==> config.mk <==
export PLATFORM = sky130hd
export DESIGN_NAME = kts_ram
export DESIGN_NICKNAME = d
export VERILOG_FILES = /design/src/hw/rtl/kts_ram.sv
export SDC_FILE = /design/constraint.sdc
export NUM_CORES = 2
export LEC_CHECK = 0
export ABC_AREA = 0
export BUFFER_PORTS_ARGS = -buffer_cell sky130_fd_sc_hd__buf_2
export CAP_MARGIN = 5
export CORE_MARGIN = 4
export CORE_UTILIZATION = 30
export CTS_BUF_LIST = sky130_fd_sc_hd__clkbuf_4 sky130_fd_sc_hd__clkbuf_8 sky130_fd_sc_hd__clkbuf_16
export CTS_CLUSTER_DIAMETER = 60
export DETAILED_ROUTE_END_ITERATION = 10
export PLACE_DENSITY = 0.52
export SLEW_MARGIN = 15
export SYNTH_ARGS = -nofsm -noshare
export SYNTH_HDL_FRONTEND = slang
export SYNTH_SLANG_ARGS = --single-unit
==> constraint.sdc <==
create_clock -name clk_i -period 17.18 [get_ports clk_i]
set_input_delay 2.577 -clock clk_i [delete_from_list [all_inputs] [get_ports clk_i]]
set_output_delay 2.577 -clock clk_i [all_outputs]
set_load 0.01 [all_outputs]
==> src/hw/rtl/kts_ram.sv <==
// Generic single-port RAM with registered read.
// No dependencies.
module kts_ram #(
  parameter int unsigned Width = 32,
  parameter int unsigned Depth = 128
) (
  input  logic                     clk_i,
  input  logic                     we_i,
  input  logic [$clog2(Depth)-1:0] addr_i,
  input  logic [Width-1:0]         wdata_i,
  output logic [Width-1:0]         rdata_o
);

  logic [Width-1:0] mem_q [Depth];

  // Write and read on one port
  always_ff @(posedge clk_i) begin
    if (we_i) begin
      mem_q[addr_i] <= wdata_i;
    end
    rdata_o <= mem_q[addr_i];
  end

endmodule

==> flow_summary.toml <==
[route]
vias_per_cell = 5.944
drt-wirelength-per-cell_um = 37.37
final_antenna_net_count = 0
num_vias = 98350
remaining_drc_errors = 0
initialDrtViolationCount = 17695
router_iterations_before_antenna_repair = 6
wl_final_mm = 618.4

[timing]
hold_violations = 0
setup_repair_after_global_routing_missed_its_margin = "false"
drv_slew = 0
post-route-min-period_ps = 7656
timing_worst_slew_pin_value_ps = 1418
fin_crit_sh = 0.4457
finalClockSkew_ps = 44.10
slew_headroom = 0.05341
final_setup_vio_count = 0
setup_tns_ps = 0
fmax_mhz = 130.6

[clocking]
cts_tree = "yes"
cts.reportedPaths.clkPinSlew_ps = 60
max-clock-path-buffers = 4
cts-resized-gates = 0
clkSinkCount = 4128
cts_buffers = 433
cts_max_level = 5
cts.root.buffer_cell = "clkbuf_16"
clock_latency_ps = 990
cts_hold_buffers = 0
post-cts-setup-buffer-count = 0

[setup_path]
crit_path_max_incr_delay_ps = 740
slowest_stage = "nand4_1"
r2r_cells = 6
worst-endpoint-arrival_ps = 8520
worstPathRequired_ps = 18040
crit_buf_inv = 6
critPathTopFamily = "buffers and inverters"
crit_chain = "buf_8 -> buf_4 -> buf_4 -> buf_4 -> buf_4 -> nor2b_4 -> buf_12 -> a221oi_1 -> o22ai_1 -> a22oi_1 -> nand4_1 -> or4_1"
ff2ff_setup_slack_ps = 13810
worstSetupStartpointType = "input port"
crit_path_start = "addr_i[1]"
setup.worst_path.end_class = "flip-flop"
worst_setup_path_endpoint = "rdata_o[0]$_DFF_P_"
timing_worst_setup_path_type = "in2reg"
timing.critical_path.depth = 12
r2r-end = "rdata_o[6]$_DFF_P_"
rr_startpoint = "mem_q[101][6]$_DFFE_PP_"
crit_top_cell = "buf_4"
cp_max_fo = 103

[placement]
placement.io_buffers = 72
dp_hpwl_mm = 363.2
placed_cell_area_um2 = 167900
global_placement_routability_congestion = 0.8912

[layout]
final_design_utilization = 0.3497
drive_above_1_share = 0.1851
area_delta_synth_final_pct = 15.98
final_instance_area_um2 = 182400
final_nets = 9197
most_common_cell_after_layout_fill_and_taps_aside = "edfxtp_1"
most_frequent_cells_in_the_layout = "4096 x edfxtp_1, 846 x a221oi_1, 468 x a22oi_1, 440 x clkbuf_16, 438 x buf_4"

[floorplan]
die_height_um = 732.0
num_rows = 265
floorplan.io_pins = 73
initial_core_util = 0.3015
floorplan.die_area_um2 = 535800
die_w_um = 732.0
core_area_um2 = 521600

[global_routing]
antenna_found_initial = 86
grt_start_max_net_pins = 115
track_usage = 0.2209
grt_pass1_wl_mm = 825.8
grt_pass1_vias = 91738
overflow = 0

[yosys]
synth_enable_flop_cells = 4096
postSynthCellCount = 8954
synth_largest_type_area_fraction = 0.7821
post_synthesis_area_per_instance_um2 = 17.56
synth_top_cell_by_area = "edfxtp_1"
synthArstFlopShare = 0
ys_top_cells_by_area = "edfxtp_1 78%, a221oi_1 4.7%, a22oi_1 2.2%, mux2_2 2.0%, a21oi_1 1.4%"
synth_seq_area_share = 0.7862
synth_flop_cell = "edfxtp_1"
synth_cell_types = 76
netlist_area_um2 = 157300
syn_nets = 8995
synth-seq-cells = 4128
yosys_warnings = 0

[power_and_ir_drop]
report.power.total_mw = 21.97
power.share.sequential = 0.509
power_report.internal_total_mw = 16.88
p_sw_mw = 5.088
share_clk_of_total_power = 0.429
leakage_nw = 55.39
netSwitchingFraction = 0.2316
pwr_density_cell_nw_per_um2 = 120.4
comb_power_share = 0.061
peakVddDrop_mv = 0.08639

[status]
outcome = "finished, final reports clean"

[flow_run]
max_cap_violations = 0

[hold_path]
hp-class = "reg2reg"
worst_hold_path.num_cells = 4
worst min-delay path, cell delays in order (launching register included):
cell	delay, ps
edfxtp_1	320
a221oi_1	80
nor2_1	80
o21ai_0	90
nand4_1	70
Yosys cell counts (all sizes together), types with 10 or more instances:
library cell  number
a211o             19
o221ai            49
o311ai            11
mux4              70
o21ai            326
o22a              31
clkbuf           324
nor2b            108
edfxtp          4096
a222oi            44
dfxtp             32
nand4             14
nand2            241
o221a             10
buf              403
o2bb2ai           25
a221oi           847
and3              14
a22oi            468
o2111ai           17
nand3b            31
o32ai             13
nand3             27
a221o             64
o22ai            170
a211oi            43
mux2             279
nor2             291
o211ai            17
o2111a            10
a22o              43
or2               16
nand2b            22
or4               13
a31oi             21
a21o              15
a21oi            425
mux2i            127
nor3              43
area by class of cell:
type / instances / area (µm²)
clock buffers: 535 / 11770
multi-input cells: 4092 / 31730
inverters: 7 / 50.05
clock inverters: 256 / 2465
well taps: 6942 / 8686
fillers: 48775 / 339200
repair buffers: 494 / 3820
flip-flops and latches: 4128 / 123600
diodes: 92 / 230.2
flip-flops by register name, summed over array words and instances (netlist names):
name	cells
rdata_o	32
mem_q	4096
routing by layer:
layer	up-vias	global-route usage	wire length, µm	part of all wire
met2	7145	0.3273	267300	0.43
met3	1214	0.06464	81160	0.13
met5	-	0	151	0.00024
li1	38092	-	-	-
met1	51877	0.2987	236400	0.38
met4	22	0.1015	33300	0.054
worst min-delay path by stage:
stage | from | endpoint | slack (ps)
2_1_floorplan | mem_q[8][13]$_DFFE_PP_ | rdata_o[13]$_DFF_P_ | 550
3_3_place_gp | mem_q[62][27]$_DFFE_PP_ | rdata_o[27]$_DFF_P_ | 690
3_5_place_dp | mem_q[63][27]$_DFFE_PP_ | rdata_o[27]$_DFF_P_ | 660
4_1_cts | mem_q[63][27]$_DFFE_PP_ | rdata_o[27]$_DFF_P_ | 670
5_1_grt | mem_q[62][27]$_DFFE_PP_ | rdata_o[27]$_DFF_P_ | 700
6_report | mem_q[63][27]$_DFFE_PP_ | rdata_o[27]$_DFF_P_ | 670
cells by family after synthesis:
family,Yosys count,share of synthesized area
AO/OA/AOI/OAI,2731,0.1282
buffers and inverters,734,0.02019
flip-flops,4128,0.7862
multiplexers,476,0.03809
AND/OR/NAND/NOR,885,0.02729
stage by stage:
step | std cells | setup WS, ps | hold WS, ps
2_1_floorplan | 8954 | 9662 | 551.5
3_3_place_gp | 15654 | 8558 | 688.4
3_5_place_dp | 15662 | 8827 | 657.7
4_1_cts | 16453 | 9875 | 665.4
5_1_grt | 16510 | 9701 | 695.8
6_report | 16546 | 9524 | 665.7
power groups by stage:
stage / clock network [mW] / logic [mW] / registers (mW)
4_1_cts: 9.50 / 1.32 / 11.2
3_3_place_gp: 0 / 1.29 / 11.4
2_1_floorplan: 0 / 0.546 / 11.4
6_report: 9.43 / 1.35 / 11.2
5_1_grt: 9.94 / 1.37 / 11.2
3_5_place_dp: 0 / 1.31 / 11.4
Note: power is estimated with default switching activity, not from simulation.
